==> config.mk <==
export PLATFORM = sky130hd
export DESIGN_NAME = joystick_axis_conditioner
export DESIGN_NICKNAME = d
export VERILOG_FILES = /design/src/jac_pkg.sv /design/src/jac_lane.sv /design/src/jac_merge.sv /design/src/joystick_axis_conditioner.sv
export VERILOG_INCLUDE_DIRS = /design/src /design/src/src
export SDC_FILE = /design/constraint.sdc
export NUM_CORES = 2
export LEC_CHECK = 0
export ABC_AREA = 1
export BUFFER_PORTS_ARGS = -buffer_cell sky130_fd_sc_hd__buf_2
export CORE_UTILIZATION = 40
export CTS_BUF_LIST = sky130_fd_sc_hd__clkbuf_8
export CTS_CLUSTER_SIZE = 16
export DETAILED_ROUTE_END_ITERATION = 16
export PLACE_DENSITY = 0.65
export SETUP_SLACK_MARGIN = 0.4
export SLEW_MARGIN = 20
export SYNTH_ARGS = -nofsm -noshare
export SYNTH_HDL_FRONTEND = slang
export SYNTH_HIERARCHICAL = 1
export SYNTH_SLANG_ARGS = --single-unit
==> constraint.sdc <==
create_clock -name i_clk -period 9.4 [get_ports i_clk]
set_input_delay 1.88 -clock i_clk [delete_from_list [all_inputs] [get_ports i_clk]]
set_output_delay 1.88 -clock i_clk [all_outputs]
set_load 0.02 [all_outputs]
==> src/joystick_axis_conditioner_defines.svh <==
// assertion macros shared by the joystick axis conditioner rtl
// no dependencies; taken in by the files that carry assertions
`ifndef JOYSTICK_AXIS_CONDITIONER_DEFINES_SVH
`define JOYSTICK_AXIS_CONDITIONER_DEFINES_SVH

// antecedent implies consequent in the same cycle
`define JAC_ASSERT_IMP(lbl, clk, rst_n, ante, cons, msg) \
    lbl: assert property (@(posedge clk) disable iff (!rst_n) (ante) |-> (cons)) \
        else $error(msg);

// antecedent implies consequent in the next cycle
`define JAC_ASSERT_NXT(lbl, clk, rst_n, ante, cons, msg) \
    lbl: assert property (@(posedge clk) disable iff (!rst_n) (ante) |=> (cons)) \
        else $error(msg);

`endif

==> src/jac_pkg.sv <==
// shared types, constants and arithmetic helpers of the joystick axis conditioner
// no dependencies
`default_nettype none

package jac_pkg;

    localparam int AXES            = 4;
    localparam int BUTTONS         = 6;
    localparam int DEF_SAMPLE_BITS = 12;
    localparam int DEF_CAL_SAMPLES = 32;
    localparam int MAG_W           = 16;
    localparam int STEP_W          = 6;
    localparam int NORM_W          = 11;
    localparam int TIME_W          = 32;
    localparam int DZ_W            = 12;
    localparam int INTERVAL_W      = 16;
    localparam int SHIFT_W         = 3;
    localparam int CFG_IDX_W       = 3;
    localparam int CFG_DATA_W      = 16;
    localparam int OUT_W           = 72;

    localparam int AXIS_S1_Y = 1;
    localparam int AXIS_S2_Y = 3;
    localparam int BTN_S1A     = 0;
    localparam int BTN_S1CLICK = 4;

    // divide by 200 as multiply and shift, exact for magnitudes below 2^16
    localparam int STEP_RECIP_W = 17;
    localparam logic [STEP_RECIP_W-1:0] STEP_RECIP = 17'd83887;
    localparam int STEP_SHIFT = 24;
    localparam logic [MAG_W-1:0] STEP_POS_LIM = 16'd31;
    localparam logic [MAG_W-1:0] STEP_NEG_LIM = 16'd32;
    localparam logic [MAG_W-1:0] NORM_LIM     = 16'd1000;

    localparam logic [DZ_W-1:0]       RST_MENU_DZ   = 12'd250;
    localparam logic [DZ_W-1:0]       RST_MENU_REL  = 12'd120;
    localparam logic [INTERVAL_W-1:0] RST_INTERVAL  = 16'd180;
    localparam logic [DZ_W-1:0]       RST_STEP_DZ   = 12'd60;
    localparam logic [SHIFT_W-1:0]    RST_SHIFT     = 3'd3;

    typedef enum logic {
        OP_CAL = 1'b0,
        OP_RUN = 1'b1
    } t_opcode;

    typedef enum logic [CFG_IDX_W-1:0] {
        CFG_MENU_DEADZONE   = 3'd0,
        CFG_MENU_RELEASE    = 3'd1,
        CFG_REPEAT_INTERVAL = 3'd2,
        CFG_STEP_DEADZONE   = 3'd3,
        CFG_FILTER_SHIFT    = 3'd4
    } t_cfg_idx;

    typedef struct packed {
        logic [DZ_W-1:0]       menu_deadzone;
        logic [DZ_W-1:0]       menu_release;
        logic [INTERVAL_W-1:0] repeat_interval_ms;
        logic [DZ_W-1:0]       step_deadzone;
        logic [SHIFT_W-1:0]    filter_shift;
    } t_cfg;

    typedef struct packed {
        logic               load;
        t_opcode            op;
        logic               cal_last;
        logic [SHIFT_W-1:0] shift;
    } t_lane_ctl;

    typedef struct packed {
        t_opcode            op;
        logic [BUTTONS-1:0] buttons_n;
        logic [TIME_W-1:0]  now_ms;
    } t_item;

    typedef struct packed {
        logic                     menu_up;
        logic                     menu_down;
        logic                     menu_select;
        logic [BUTTONS-1:0]       buttons_held;
        logic signed [STEP_W-1:0] step_stick1;
        logic signed [STEP_W-1:0] step_stick2;
        logic signed [NORM_W-1:0] norm_stick1_x;
        logic signed [NORM_W-1:0] norm_stick1_y;
        logic signed [NORM_W-1:0] norm_stick2_x;
        logic signed [NORM_W-1:0] norm_stick2_y;
        logic                     calibrated;
    } t_result;

    // offset magnitude to step value, deadzone then truncating divide by 200
    function automatic logic signed [STEP_W-1:0] f_step(
        input logic             neg,
        input logic [MAG_W-1:0] mag,
        input logic [DZ_W-1:0]  dz
    );
        logic [MAG_W+STEP_RECIP_W-1:0] prod;
        logic [MAG_W-1:0]              q;
        logic [STEP_W-1:0]             r;
        prod = mag * STEP_RECIP;
        q    = MAG_W'(prod[MAG_W+STEP_RECIP_W-1:STEP_SHIFT]);
        if (mag < MAG_W'(dz)) begin
            r = '0;
        end else if (neg) begin
            r = (q >= STEP_NEG_LIM) ? STEP_W'(-STEP_NEG_LIM) : STEP_W'(-q);
        end else begin
            r = (q >= STEP_POS_LIM) ? STEP_W'(STEP_POS_LIM) : STEP_W'(q);
        end
        return $signed(r);
    endfunction

    // half the offset toward zero, saturated
    function automatic logic signed [NORM_W-1:0] f_norm(
        input logic             neg,
        input logic [MAG_W-1:0] mag
    );
        logic [MAG_W-1:0]  h;
        logic [NORM_W-1:0] lim;
        h   = mag >> 1;
        lim = (h > NORM_LIM) ? NORM_W'(NORM_LIM) : NORM_W'(h);
        return $signed(neg ? NORM_W'(-lim) : lim);
    endfunction

endpackage

`default_nettype wire

==> src/jac_lane.sv <==
// one axis lane: calibration accumulator, centre and shift-based low-pass filter
// depends on jac_pkg
`default_nettype none

module jac_lane #(
    parameter int SAMPLE_BITS = jac_pkg::DEF_SAMPLE_BITS,
    parameter int CAL_SAMPLES = jac_pkg::DEF_CAL_SAMPLES
) (
    input  logic                   i_clk,
    input  logic                   i_rst_n,
    input  jac_pkg::t_lane_ctl     i_ctl,
    input  logic [SAMPLE_BITS-1:0] i_raw,
    output logic [SAMPLE_BITS-1:0] o_filt,
    output logic [SAMPLE_BITS-1:0] o_center
);
    import jac_pkg::*;

    localparam int CAL_LOG     = $clog2(CAL_SAMPLES);
    localparam int SUM_W       = SAMPLE_BITS + CAL_LOG;
    localparam int RECIP_SHIFT = SUM_W + CAL_LOG;
    localparam int RECIP_W     = SUM_W + 2;
    localparam int PROD_W      = SUM_W + RECIP_W;
    localparam logic [RECIP_W-1:0] RECIP = RECIP_W'(
        ((64'd1 << RECIP_SHIFT) + 64'(CAL_SAMPLES) - 64'd1) / 64'(CAL_SAMPLES));

    logic [SAMPLE_BITS-1:0] r_filt, n_filt;
    logic [SAMPLE_BITS-1:0] r_center, n_center;
    logic [SUM_W-1:0]       r_sum, n_sum;

    logic [SUM_W-1:0]        sum_add;
    logic [PROD_W-1:0]       prod;
    logic [SAMPLE_BITS-1:0]  mean;
    logic signed [SAMPLE_BITS:0] diff;
    logic signed [SAMPLE_BITS:0] delta;

    assign sum_add = r_sum + SUM_W'(i_raw);
    assign prod    = PROD_W'(sum_add) * PROD_W'(RECIP);
    assign mean    = prod[RECIP_SHIFT +: SAMPLE_BITS];
    assign diff    = $signed({1'b0, i_raw}) - $signed({1'b0, r_filt});
    assign delta   = diff >>> i_ctl.shift;

    always_comb begin
        n_filt   = r_filt;
        n_center = r_center;
        n_sum    = r_sum;
        if (i_ctl.load) begin
            if (i_ctl.op == OP_CAL) begin
                if (i_ctl.cal_last) begin
                    n_center = mean;
                    n_filt   = mean;
                    n_sum    = '0;
                end else begin
                    n_sum = sum_add;
                end
            end else begin
                n_filt = r_filt + delta[SAMPLE_BITS-1:0];
            end
        end
    end

    always_ff @(posedge i_clk) begin
        if (!i_rst_n) begin
            r_filt   <= '0;
            r_center <= '0;
            r_sum    <= '0;
        end else begin
            r_filt   <= n_filt;
            r_center <= n_center;
            r_sum    <= n_sum;
        end
    end

    assign o_filt   = r_filt;
    assign o_center = r_center;

endmodule

`default_nettype wire

==> src/jac_merge.sv <==
// merge stage: axis offsets, menu events with hysteresis and repeat, buttons,
// step and normalised outputs, and the output register; depends on jac_pkg
`default_nettype none
`include "joystick_axis_conditioner_defines.svh"

module jac_merge #(
    parameter int SAMPLE_BITS = jac_pkg::DEF_SAMPLE_BITS
) (
    input  logic                                         i_clk,
    input  logic                                         i_rst_n,
    input  logic                                         i_load,
    input  jac_pkg::t_item                               i_item,
    input  jac_pkg::t_cfg                                i_cfg,
    input  logic                                         i_cal_done,
    input  logic [jac_pkg::AXES-1:0][SAMPLE_BITS-1:0]    i_filt,
    input  logic [jac_pkg::AXES-1:0][SAMPLE_BITS-1:0]    i_center,
    output logic                                         o_ready,
    output logic                                         o_res_valid,
    input  logic                                         i_res_ready,
    output jac_pkg::t_result                             o_res
);
    import jac_pkg::*;

    localparam int CW = ((SAMPLE_BITS > DZ_W) ? SAMPLE_BITS : DZ_W) + 2;

    logic r_b_valid, n_b_valid;
    t_item r_b_item;
    logic r_out_valid, n_out_valid;
    t_result r_out, n_res;

    logic r_held_down, n_held_down;
    logic r_held_up, n_held_up;
    logic [TIME_W-1:0]  r_last, n_last;
    logic [BUTTONS-1:0] r_btn_now, n_btn_now;
    logic [BUTTONS-1:0] r_btn_prev, n_btn_prev;

    logic out_free;
    logic b_adv;
    logic signed [SAMPLE_BITS:0] off [AXES];
    logic [SAMPLE_BITS:0]        mag_w [AXES];
    logic [MAG_W-1:0]            mag [AXES];
    logic                        neg [AXES];
    logic signed [CW-1:0] d_c, dz_c, rel_c;
    logic [TIME_W-1:0]    elapsed;
    logic                 time_ok;
    logic [BUTTONS-1:0]   rising;
    logic                 pulse_up, pulse_down, sel;

    assign out_free = !r_out_valid || i_res_ready;
    assign b_adv    = r_b_valid && out_free;
    assign o_ready  = !r_b_valid || out_free;

    always_comb begin
        for (int a = 0; a < AXES; a++) begin
            off[a]   = $signed({1'b0, i_filt[a]}) - $signed({1'b0, i_center[a]});
            neg[a]   = off[a][SAMPLE_BITS];
            mag_w[a] = neg[a] ? (SAMPLE_BITS+1)'(-off[a]) : (SAMPLE_BITS+1)'(off[a]);
            mag[a]   = MAG_W'(mag_w[a][SAMPLE_BITS-1:0]);
        end
    end

    assign d_c     = CW'(off[AXIS_S1_Y]);
    assign dz_c    = $signed(CW'(i_cfg.menu_deadzone));
    assign rel_c   = $signed(CW'(i_cfg.menu_release));
    assign elapsed = r_b_item.now_ms - r_last;
    assign time_ok = elapsed > TIME_W'(i_cfg.repeat_interval_ms);

    always_comb begin
        n_held_down = r_held_down;
        n_held_up   = r_held_up;
        n_last      = r_last;
        n_btn_now   = r_btn_now;
        n_btn_prev  = r_btn_prev;
        pulse_up    = 1'b0;
        pulse_down  = 1'b0;
        sel         = 1'b0;
        rising      = '0;
        if (b_adv && r_b_item.op == OP_RUN) begin
            n_btn_prev = r_btn_now;
            n_btn_now  = ~r_b_item.buttons_n;
            if (d_c > dz_c) begin
                if (!r_held_down || time_ok) begin
                    n_held_down = 1'b1;
                    n_last      = r_b_item.now_ms;
                    pulse_down  = 1'b1;
                end
            end else if (d_c < rel_c) begin
                n_held_down = 1'b0;
            end
            if (d_c < -dz_c) begin
                if (!r_held_up || time_ok) begin
                    n_held_up = 1'b1;
                    n_last    = r_b_item.now_ms;
                    pulse_up  = 1'b1;
                end
            end else if (d_c > -rel_c) begin
                n_held_up = 1'b0;
            end
            rising = n_btn_now & ~r_btn_now;
            sel    = rising[BTN_S1A] | rising[BTN_S1CLICK];
        end
    end

    always_comb begin
        n_res.menu_up       = pulse_up;
        n_res.menu_down     = pulse_down;
        n_res.menu_select   = sel;
        n_res.buttons_held  = n_btn_now;
        n_res.step_stick1   = f_step(neg[AXIS_S1_Y], mag[AXIS_S1_Y], i_cfg.step_deadzone);
        n_res.step_stick2   = f_step(neg[AXIS_S2_Y], mag[AXIS_S2_Y], i_cfg.step_deadzone);
        n_res.norm_stick1_x = f_norm(neg[0], mag[0]);
        n_res.norm_stick1_y = f_norm(neg[1], mag[1]);
        n_res.norm_stick2_x = f_norm(neg[2], mag[2]);
        n_res.norm_stick2_y = f_norm(neg[3], mag[3]);
        n_res.calibrated    = i_cal_done;
    end

    always_comb begin
        n_b_valid = r_b_valid;
        if (i_load) begin
            n_b_valid = 1'b1;
        end else if (b_adv) begin
            n_b_valid = 1'b0;
        end
        n_out_valid = r_out_valid;
        if (b_adv) begin
            n_out_valid = 1'b1;
        end else if (i_res_ready) begin
            n_out_valid = 1'b0;
        end
    end

    always_ff @(posedge i_clk) begin
        if (!i_rst_n) begin
            r_b_valid   <= 1'b0;
            r_out_valid <= 1'b0;
            r_held_down <= 1'b0;
            r_held_up   <= 1'b0;
            r_last      <= '0;
            r_btn_now   <= '0;
            r_btn_prev  <= '0;
        end else begin
            r_b_valid   <= n_b_valid;
            r_out_valid <= n_out_valid;
            r_held_down <= n_held_down;
            r_held_up   <= n_held_up;
            r_last      <= n_last;
            r_btn_now   <= n_btn_now;
            r_btn_prev  <= n_btn_prev;
        end
    end

    always_ff @(posedge i_clk) begin
        if (i_load) begin
            r_b_item <= i_item;
        end
        if (b_adv) begin
            r_out <= n_res;
        end
    end

    assign o_res_valid = r_out_valid;
    assign o_res       = r_out;

    `JAC_ASSERT_IMP(a_pulse_excl, i_clk, i_rst_n, r_out_valid, !(r_out.menu_up && r_out.menu_down), "menu up and down in one transaction")
    `JAC_ASSERT_IMP(a_held_excl, i_clk, i_rst_n, 1'b1, !(r_held_down && r_held_up), "both directions held")
    `JAC_ASSERT_NXT(a_cal_quiet, i_clk, i_rst_n, b_adv && r_b_item.op == OP_CAL, !r_out.menu_up && !r_out.menu_down && !r_out.menu_select, "menu event from calibration")
    `JAC_ASSERT_IMP(a_stall_block, i_clk, i_rst_n, r_b_valid && r_out_valid && !i_res_ready, !o_ready && !b_adv, "merge stage moved while output stalled")

endmodule

`default_nettype wire

==> src/joystick_axis_conditioner.sv <==
// top level of the joystick axis conditioner: stream ports, configuration
// registers, calibration counter, four axis lanes and the merge stage
// depends on jac_pkg, jac_lane, jac_merge
`default_nettype none
`include "joystick_axis_conditioner_defines.svh"

// Takes one transaction per clock while tready is high and returns one result
// per transaction. Each axis has its own lane that updates its filter or
// calibration sum in the cycle the transaction is accepted; once the output
// register can take a result, the merge stage works out the menu events, steps
// and normalised axes from the lane values and loads the output register.
// tready drops only when the merge stage and the output register are both
// full and the output side is stalled. The configuration port is always ready;
// registers should be written only while no transaction is in flight.

module joystick_axis_conditioner #(
    parameter int SAMPLE_BITS = jac_pkg::DEF_SAMPLE_BITS,
    parameter int CAL_SAMPLES = jac_pkg::DEF_CAL_SAMPLES
) (
    input  logic                               i_clk,
    input  logic                               i_rst_n,
    // slave stream
    input  logic                               i_s_axis_tvalid,
    output logic                               o_s_axis_tready,
    // sample_stick1_x, sample_stick1_y, sample_stick2_x, sample_stick2_y,
    // buttons_n, now_ms, zero fill
    input  logic [((4*SAMPLE_BITS+jac_pkg::BUTTONS+jac_pkg::TIME_W+7)/8)*8-1:0]
                                               i_s_axis_tdata,
    // opcode
    input  logic                               i_s_axis_tuser,
    // master stream
    output logic                               o_m_axis_tvalid,
    input  logic                               i_m_axis_tready,
    // menu_up, menu_down, menu_select, buttons_held, step_stick1, step_stick2,
    // norm_stick1_x, norm_stick1_y, norm_stick2_x, norm_stick2_y, calibrated, zero fill
    output logic [jac_pkg::OUT_W-1:0]          o_m_axis_tdata,
    // configuration writes
    input  logic                               i_cfg_valid,
    output logic                               o_cfg_ready,
    input  logic [jac_pkg::CFG_IDX_W-1:0]      i_cfg_index,
    input  logic [jac_pkg::CFG_DATA_W-1:0]     i_cfg_data
);
    import jac_pkg::*;

    localparam int CNT_W   = (CAL_SAMPLES > 1) ? $clog2(CAL_SAMPLES) : 1;
    localparam int BTN_LSB = AXES * SAMPLE_BITS;
    localparam int NOW_LSB = BTN_LSB + BUTTONS;
    localparam int RES_W   = $bits(t_result);

    t_cfg r_cfg, n_cfg;
    logic [CNT_W-1:0] r_cal_cnt, n_cal_cnt;
    logic r_cal_done, n_cal_done;

    logic      s_accept;
    t_opcode   op;
    logic      cal_last;
    t_lane_ctl lane_ctl;
    t_item     item;
    t_result   res;
    logic      merge_ready;

    logic [AXES-1:0][SAMPLE_BITS-1:0] filt;
    logic [AXES-1:0][SAMPLE_BITS-1:0] center;

    assign o_cfg_ready     = 1'b1;
    assign o_s_axis_tready = merge_ready;
    assign s_accept        = i_s_axis_tvalid && merge_ready;
    assign op              = t_opcode'(i_s_axis_tuser);
    assign cal_last        = (r_cal_cnt == CNT_W'(CAL_SAMPLES - 1));

    always_comb begin
        n_cfg = r_cfg;
        if (i_cfg_valid) begin
            case (t_cfg_idx'(i_cfg_index))
                CFG_MENU_DEADZONE:   n_cfg.menu_deadzone      = i_cfg_data[DZ_W-1:0];
                CFG_MENU_RELEASE:    n_cfg.menu_release       = i_cfg_data[DZ_W-1:0];
                CFG_REPEAT_INTERVAL: n_cfg.repeat_interval_ms = i_cfg_data[INTERVAL_W-1:0];
                CFG_STEP_DEADZONE:   n_cfg.step_deadzone      = i_cfg_data[DZ_W-1:0];
                CFG_FILTER_SHIFT:    n_cfg.filter_shift       = i_cfg_data[SHIFT_W-1:0];
                default:             n_cfg = r_cfg;
            endcase
        end
    end

    always_comb begin
        n_cal_cnt  = r_cal_cnt;
        n_cal_done = r_cal_done;
        if (s_accept && op == OP_CAL) begin
            if (cal_last) begin
                n_cal_cnt  = '0;
                n_cal_done = 1'b1;
            end else begin
                n_cal_cnt = r_cal_cnt + CNT_W'(1);
            end
        end
    end

    always_ff @(posedge i_clk) begin
        if (!i_rst_n) begin
            r_cfg.menu_deadzone      <= RST_MENU_DZ;
            r_cfg.menu_release       <= RST_MENU_REL;
            r_cfg.repeat_interval_ms <= RST_INTERVAL;
            r_cfg.step_deadzone      <= RST_STEP_DZ;
            r_cfg.filter_shift       <= RST_SHIFT;
            r_cal_cnt                <= '0;
            r_cal_done               <= 1'b0;
        end else begin
            r_cfg      <= n_cfg;
            r_cal_cnt  <= n_cal_cnt;
            r_cal_done <= n_cal_done;
        end
    end

    assign lane_ctl.load     = s_accept;
    assign lane_ctl.op       = op;
    assign lane_ctl.cal_last = cal_last;
    assign lane_ctl.shift    = r_cfg.filter_shift;

    for (genvar g = 0; g < AXES; g++) begin : g_lane
        jac_lane #(
            .SAMPLE_BITS (SAMPLE_BITS),
            .CAL_SAMPLES (CAL_SAMPLES)
        ) u_lane (
            .i_clk    (i_clk),
            .i_rst_n  (i_rst_n),
            .i_ctl    (lane_ctl),
            .i_raw    (i_s_axis_tdata[g*SAMPLE_BITS +: SAMPLE_BITS]),
            .o_filt   (filt[g]),
            .o_center (center[g])
        );
    end

    assign item.op        = op;
    assign item.buttons_n = i_s_axis_tdata[BTN_LSB +: BUTTONS];
    assign item.now_ms    = i_s_axis_tdata[NOW_LSB +: TIME_W];

    jac_merge #(
        .SAMPLE_BITS (SAMPLE_BITS)
    ) u_merge (
        .i_clk       (i_clk),
        .i_rst_n     (i_rst_n),
        .i_load      (s_accept),
        .i_item      (item),
        .i_cfg       (r_cfg),
        .i_cal_done  (r_cal_done),
        .i_filt      (filt),
        .i_center    (center),
        .o_ready     (merge_ready),
        .o_res_valid (o_m_axis_tvalid),
        .i_res_ready (i_m_axis_tready),
        .o_res       (res)
    );

    assign o_m_axis_tdata = OUT_W'({res.calibrated,
                                    res.norm_stick2_y, res.norm_stick2_x,
                                    res.norm_stick1_y, res.norm_stick1_x,
                                    res.step_stick2, res.step_stick1,
                                    res.buttons_held,
                                    res.menu_select, res.menu_down, res.menu_up});

    `JAC_ASSERT_NXT(a_cal_round, i_clk, i_rst_n, s_accept && op == OP_CAL && cal_last, r_cal_cnt == '0 && r_cal_done, "calibration round did not close")
    `JAC_ASSERT_IMP(a_res_width, i_clk, i_rst_n, 1'b1, RES_W <= OUT_W, "result wider than tdata")

endmodule

`default_nettype wire
**Yosys cells after proc, flatten, opt, wreduce, memory -nomap -nowiden**

Index checks and enable logic that the tools add are counted.

- Register bits after elaboration: 372
- Latch bits: 0
- Bits in writable memories: 0
- Bits in read-only memories: 0
- Input bits: 113
- Output and inout bits: 75
- Word-level logic and storage cells: 181
- Memories: 0

- Add/sub/neg operators: 30
- Multipliers: 2
- Divide/modulo/power cells: 0
- $lt $le $gt $ge: 15
- Equality and inequality tests: 7
- Shift-type cells: 4
- Mux-type cells: 48
- Bitwise operators: 5
- Reductions and logical operators: 31

Operators by type and width:

| operator | count |
|---|---|
| two-way mux 12 bit | 12 |
| two-way mux 32 bit | 4 |
| subtractor 12 x 12 -> 13 bit | 8 |
| two-way mux 11 bit | 8 |
| adder 17 x 12 -> 17 bit | 4 |
| two-way mux 17 bit | 4 |
| multiplier 12 x 17 -> 29 bit, second input constant | 2 |
| >>> shifter 13 x 3 -> 12 bit | 4 |
| adder 12 bit | 4 |
| negator 12 bit | 4 |
| > comparator 11 x 10 -> 1 bit, second input constant | 4 |
| negator 11 bit | 4 |
| two-way mux 6 bit | 7 |
| > comparator 32 x 16 -> 1 bit | 1 |
| subtractor 32 bit | 1 |
| negator 12 -> 14 bit | 2 |
| less-than comparator 12 bit | 2 |
| AND reduction 2 bit | 10 |
| greater-or-equal comparator 9 x 5 -> 1 bit, second input constant | 2 |
| greater-or-equal comparator 9 x 6 -> 1 bit, second input constant | 2 |
| > comparator 13 x 14 -> 1 bit | 1 |
| less-than comparator 13 x 14 -> 1 bit | 1 |
| > comparator 13 bit | 1 |
| less-than comparator 13 bit | 1 |
| other kinds (20) | 49 |

**Logic depth before layout (Yosys ltp)**

- Depth after elaboration: 7
- Mapped depth: 44
- Gate-level depth less buffers: 44

**By module**

The synthesis kept the hierarchy.

Modules (own cells, without submodules):

| module | times used | cells an instance | area each (um2) | sequential area each (um2) |
|---|---|---|---|---|
| jac_merge | 1 | 3019 | 22230.1 | 3993.8 |
| jac_lane at g_lane[1].u_lane ... | 2 | 576 | 3811.2 | 820.8 |
| jac_lane at g_lane[0].u_lane ... | 2 | 567 | 3657.3 | 820.8 |
| joystick_axis_conditioner | 1 | 367 | 2593.7 | 1221.2 |

**Least setup slack after synthesis**

Ideal clock, no wire load.

- Path type: reg-to-reg
- Start: register g_lane[1].u_lane.r_filt[0]
- End: register u_merge.r_out (netlist bit u_merge/o_res[52]), data pin
- Library setup time: 284 ps
- Arrival time: 7004 ps
- Data required time: 9116 ps
- Setup slack: 2113 ps
- Cell stages (with the launch flop): 39
- Buffers on the path: 0
- Clock period less this slack: 7287 ps
- Cell sequence: dfxtp_1 inv_1 ha_1 fa_1 ha_1 a21boi_1 nand3_1 nor2_2 nand3_2 nor2_2 nand3_1 nand2_1 nand2_1 nand2_2 inv_1 ha_1 inv_1 ha_1 (+3 left out) fa_1 inv_1 fa_1 inv_1 fa_1 inv_1 ha_1 nand2_1 nor2_1 nand3_1 o211ai_1 xor2_1 inv_1 ha_1 nand2_1 o21ai_0 inv_1 a21oi_1

- Cells in the longest elaborated chain, start to end: 7
- Elaborated cells between the ends (all ways): 11
- Those cells by class: add/sub (3); mul (1); order compare (3); mux (4)

RTL lines:

| element | line | source |
|---|---|---|
| from (decl) | jac_lane.sv:26 | `logic [SAMPLE_BITS-1:0] r_filt, n_filt;` |
| from (signal assigned) | jac_lane.sv:67 | `r_filt <= n_filt;` |
| subtractor 12 x 12 -> 13 bit * | jac_merge.sv:55 | `off[a] = $signed({1'b0, i_filt[a]}) - $signed({1'b0, i_center[a]});` |
| negator 12 bit | jac_merge.sv:57 | `mag_w[a] = neg[a] ? (SAMPLE_BITS+1)'(-off[a]) : (SAMPLE_BITS+1)'(off[a]);` |
| two-way mux 12 bit | jac_merge.sv:57 |  |
| multiplier 12 x 17 -> 29 bit | jac_pkg.sv:98 | `prod = mag * STEP_RECIP;` |
| greater-or-equal comparator 9 x 5 -> 1 bit (tied with other cells) | jac_pkg.sv:105 | `r = (q >= STEP_POS_LIM) ? STEP_W'(STEP_POS_LIM) : STEP_W'(q);` |
| two-way mux 6 bit, on equally long branches | jac_pkg.sv:105, jac_pkg.sv:103 |  |
| two-way mux 6 bit | jac_pkg.sv:102 | `end else if (neg) begin` |
| to (signal assigned) | jac_merge.sv:158 | `r_out <= n_res;` |
| to (decl) | jac_merge.sv:29 | `t_result r_out, n_res;` |

Mark *: on every way between the ends. The rest lies on a longest branch, timed or not.
A chain may end at the register's enable or synchronous reset.

**Worst setup path in the final report**

- Start: register g_lane[3].u_lane.r_filt[0]
- End: register u_merge.r_out (netlist bit u_merge/o_res[45]), data pin

- Cells in the longest elaborated chain, start to end: 7
- Elaborated cells between the ends (all ways): 11
- Those cells by class: add/sub (3); mul (1); order compare (3); mux (4)

RTL lines:

| element | line |
|---|---|
| from (decl) | jac_lane.sv:26 |
| from (signal assigned) | jac_lane.sv:67 |
| subtractor 12 x 12 -> 13 bit * | jac_merge.sv:55 |
| negator 12 bit | jac_merge.sv:57 |
| two-way mux 12 bit | jac_merge.sv:57 |
| multiplier 12 x 17 -> 29 bit | jac_pkg.sv:98 |
| greater-or-equal comparator 9 x 5 -> 1 bit (tied with other cells) | jac_pkg.sv:105 |
| two-way mux 6 bit, on equally long branches | jac_pkg.sv:105, jac_pkg.sv:103 |
| two-way mux 6 bit | jac_pkg.sv:102 |

Marks and branches as above.

==> results.ini <==
[run_status]
status = finished, final reports clean

[worst_setup_path]
worstSetupStartpoint = g_lane[3].u_lane/o_filt[0]$_SDFFE_PN0P_
critPathSlowestCell = fa_1
path_class = reg -> reg
cp-start-kind = flip-flop
reg2reg_depth = 33
required_ns = 9.81
worstSetupEndpointType = flip-flop
reg2reg_from = g_lane[3].u_lane/o_filt[0]$_SDFFE_PN0P_
timing.rr.end = u_merge/o_res[45]$_SDFFCE_PN0P_
arrival_ns = 8.58
cp_max_fo = 15
max_stage_delay_ns = 0.57
r2r_slack_ns = 1.22

[synth]
netlist_area_um2 = 39800
syn_inst = 5672
synth-compound-area-share_pct = 13.6
synth_xor_area_share_pct = 4.52
yosys.area_share.adder_pct = 23.5
synth-simple-area-share_pct = 25.9
ys_seq_area_share_pct = 21.4
ys_seq_elements = 372
ys_warn_count = 6
async_flop_share_pct = 0
synth_top_family_by_area = simple AND/OR/NAND/NOR gates
avgSynthCellArea_um2 = 7.01
synthMuxAreaShare_pct = 0.0503
synth-edff-count = 105
ys.flop_type = dfxtp_1
synth.distinct_cells = 70

[clock_tree]
cts_resized = 0
root_buffer = clkbuf_8
holdBufCountCts = 0
postCtsSetupRepairBufs = 0
clkTransAtPathRegs_ns = 0.06
ctsHtreeMaxLevel = 3
cts_tree = yes
clk_latency_ns = 0.74
cts.sinks = 372
clockBufferDepth = 3
cts-buffers-inserted = 76

[timing]
fmax_mhz = 122
rsz0062_at_grt = false
drv_slew = 0
skew_ns = 0.0703
finalCriticalPeriod_ns = 8.18
relSlewSlack_pct = 36.7
setup_viol = 0
hold_viol_final = 0
setup_tns_ns = 0
worst_slew_pin_slew_ns = 0.950
period_share_pct = 87.0

[drt]
vias = 36000
wl_per_cell_um = 14.5
drc = 0
ant_nets = 0
viasPerCell = 5.01
dr.first_iter.drc_count = 2239
dr.pass1.iters = 6
routed_wl_um = 104000

[die]
num_rows = 115
die_x_um = 317
die_y_um = 317
pin_count = 188
initial_core_util_pct = 40.4
die_area_um2 = 101000
coreArea_um2 = 98400

[min_path]
hp-class = reg -> reg
min_to = u_merge/r_btn_now[5]$_SDFF_PN0_
whs_path_depth = 1
min_from = u_merge/r_b_item[37]$_DFFE_PP_

[global_route]
track_usage_pct = 20.5
grt_max_degree = 66
grtUsageMet1_pct = 27.3
grt_pass1_wl_um = 167000
grt_use_met3_pct = 3.55
first_global_vias = 33400
top_usage_layer = met2
antenna_found_initial = 11
overflow = 0
use_met2_pct = 34.0

[place]
dp_hpwl_um = 83500
routabilityCongestion = 0.933
io_buffers = 178

[cells_and_area]
nets = 6612
ff_latch_area_um2 = 8500
area_growth_pct = 9.64
fillCellCount = 10200
multi_input_area_um2 = 26900
final_cell_mix = 1305 x nand2_1, 990 x inv_1, 505 x ha_1
drive_gt1_share_pct = 9.93
layout_commonest_cell = nand2_1

[job]
cap_violations = 0

## cell families (layout without fill, tap and decap cells)
kind of cell    count (synthesis)  after routing
simple gates                 2363           2363
fa+ha+maj                     656            656
compound gates                938            938
buf+inv                      1140           1365
xor+xnor                      199            199
flops                         372            372
other cells                     2             12
mux                             2              2
## layout make-up
cell class              count  area share (%)
diodes                      5          0.0287
clock inverters            46           0.873
well taps                1287            3.69
clock buffers              91            2.87
repair buffers            205            2.51
multi-input cells        4165            61.7
inverters                1023            8.83
flip-flops and latches    372            19.5
## through the flow
stage | utilization [%] | cells | hold WS [ns] | area, um2 | setup WS, ns
floorplan | - | 5677 | 0.408 | 39800 | 2.11
global placement | 42.6 | 7052 | 0.438 | 41900 | 1.40
detailed placement | 42.6 | 7052 | 0.445 | 41900 | 1.33
CTS | 44.3 | 7189 | 0.443 | 43600 | 1.29
global route | 44.3 | 7192 | 0.464 | 43600 | 0.625
finish | 44.3 | 7194 | 0.442 | 43600 | 1.22
## critical path, delay by kind of cell (launching register included)
kind / cells / cell delay (ns)
adders and majority gates: 9 / 3.59
and+or+nand+nor: 9 / 0.86
xor gates and xnor gates: 1 / 0.36
DFF: 1 / 0.34
buffers and inverters: 7 / 1.14
AOI/OAI and AO/OA: 7 / 1.55
## state kept, by name, indices dropped and copies added, names as in the netlist, 3 cells and up
name                    cells
u_merge/r_btn_now           6
g_lane.u_lane/o_center     48
g_lane.u_lane/o_filt       48
g_lane.u_lane/r_sum        68
u_merge/r_last             32
r_cal_cnt                   5
u_merge/r_b_item           39
r_cfg                      52
lane_ctl                    3
u_merge/o_res              66
## cell usage after synthesis, types with 25 or more instances
master | number | area share, %
nand3_1 | 299 | 3.8
nand3b_1 | 28 | 0.53
ha_1 | 505 | 16
inv_1 | 978 | 9.2
clkbuf_1 | 57 | 0.54
xnor2_1 | 48 | 1.1
fa_1 | 151 | 7.6
a21oi_1 | 434 | 5.5
nor3_1 | 41 | 0.52
o211ai_1 | 25 | 0.47
dfxtp_1 | 267 | 13
nand2_1 | 1305 | 12
o21ai_1 | 51 | 0.64
buf_2 | 29 | 0.37
o21bai_1 | 36 | 0.68
nand3_2 | 26 | 0.65
nand2_2 | 61 | 0.96
nand4_1 | 97 | 1.5
o21ai_0 | 236 | 3.0
inv_2 | 31 | 0.29
a21oi_2 | 29 | 0.64
xor2_1 | 144 | 3.2
nor2_1 | 429 | 4.0
edfxtp_1 | 105 | 7.9
## worst max path at each step
| stage | to | cells after the start | slack, ns |
|---|---|---|---|
| 2_1_floorplan | u_merge/o_res[52]$_SDFFCE_PN0P_ | 38 | 2.11 |
| 3_3_place_gp | u_merge/o_res[45]$_SDFFCE_PN0P_ | 33 | 1.40 |
| 3_5_place_dp | u_merge/o_res[45]$_SDFFCE_PN0P_ | 33 | 1.33 |
| 4_1_cts | u_merge/o_res[45]$_SDFFCE_PN0P_ | 33 | 1.29 |
| 5_1_grt | u_merge/o_res[46]$_SDFFCE_PN0P_ | 31 | 0.62 |
| 6_report | u_merge/o_res[45]$_SDFFCE_PN0P_ | 33 | 1.22 |
## metal layers
metal  wire [um]  vias up  share of wire, %
li1            -    18700                 -
met1       48400    16400                46
met2       47700      751                46
met3        5720      143               5.5
met4        2190       18               2.1
met5         115        -              0.11
Power is not shown: default switching activity piles up to over one toggle a cycle in this logic, so the estimate is an artifact.
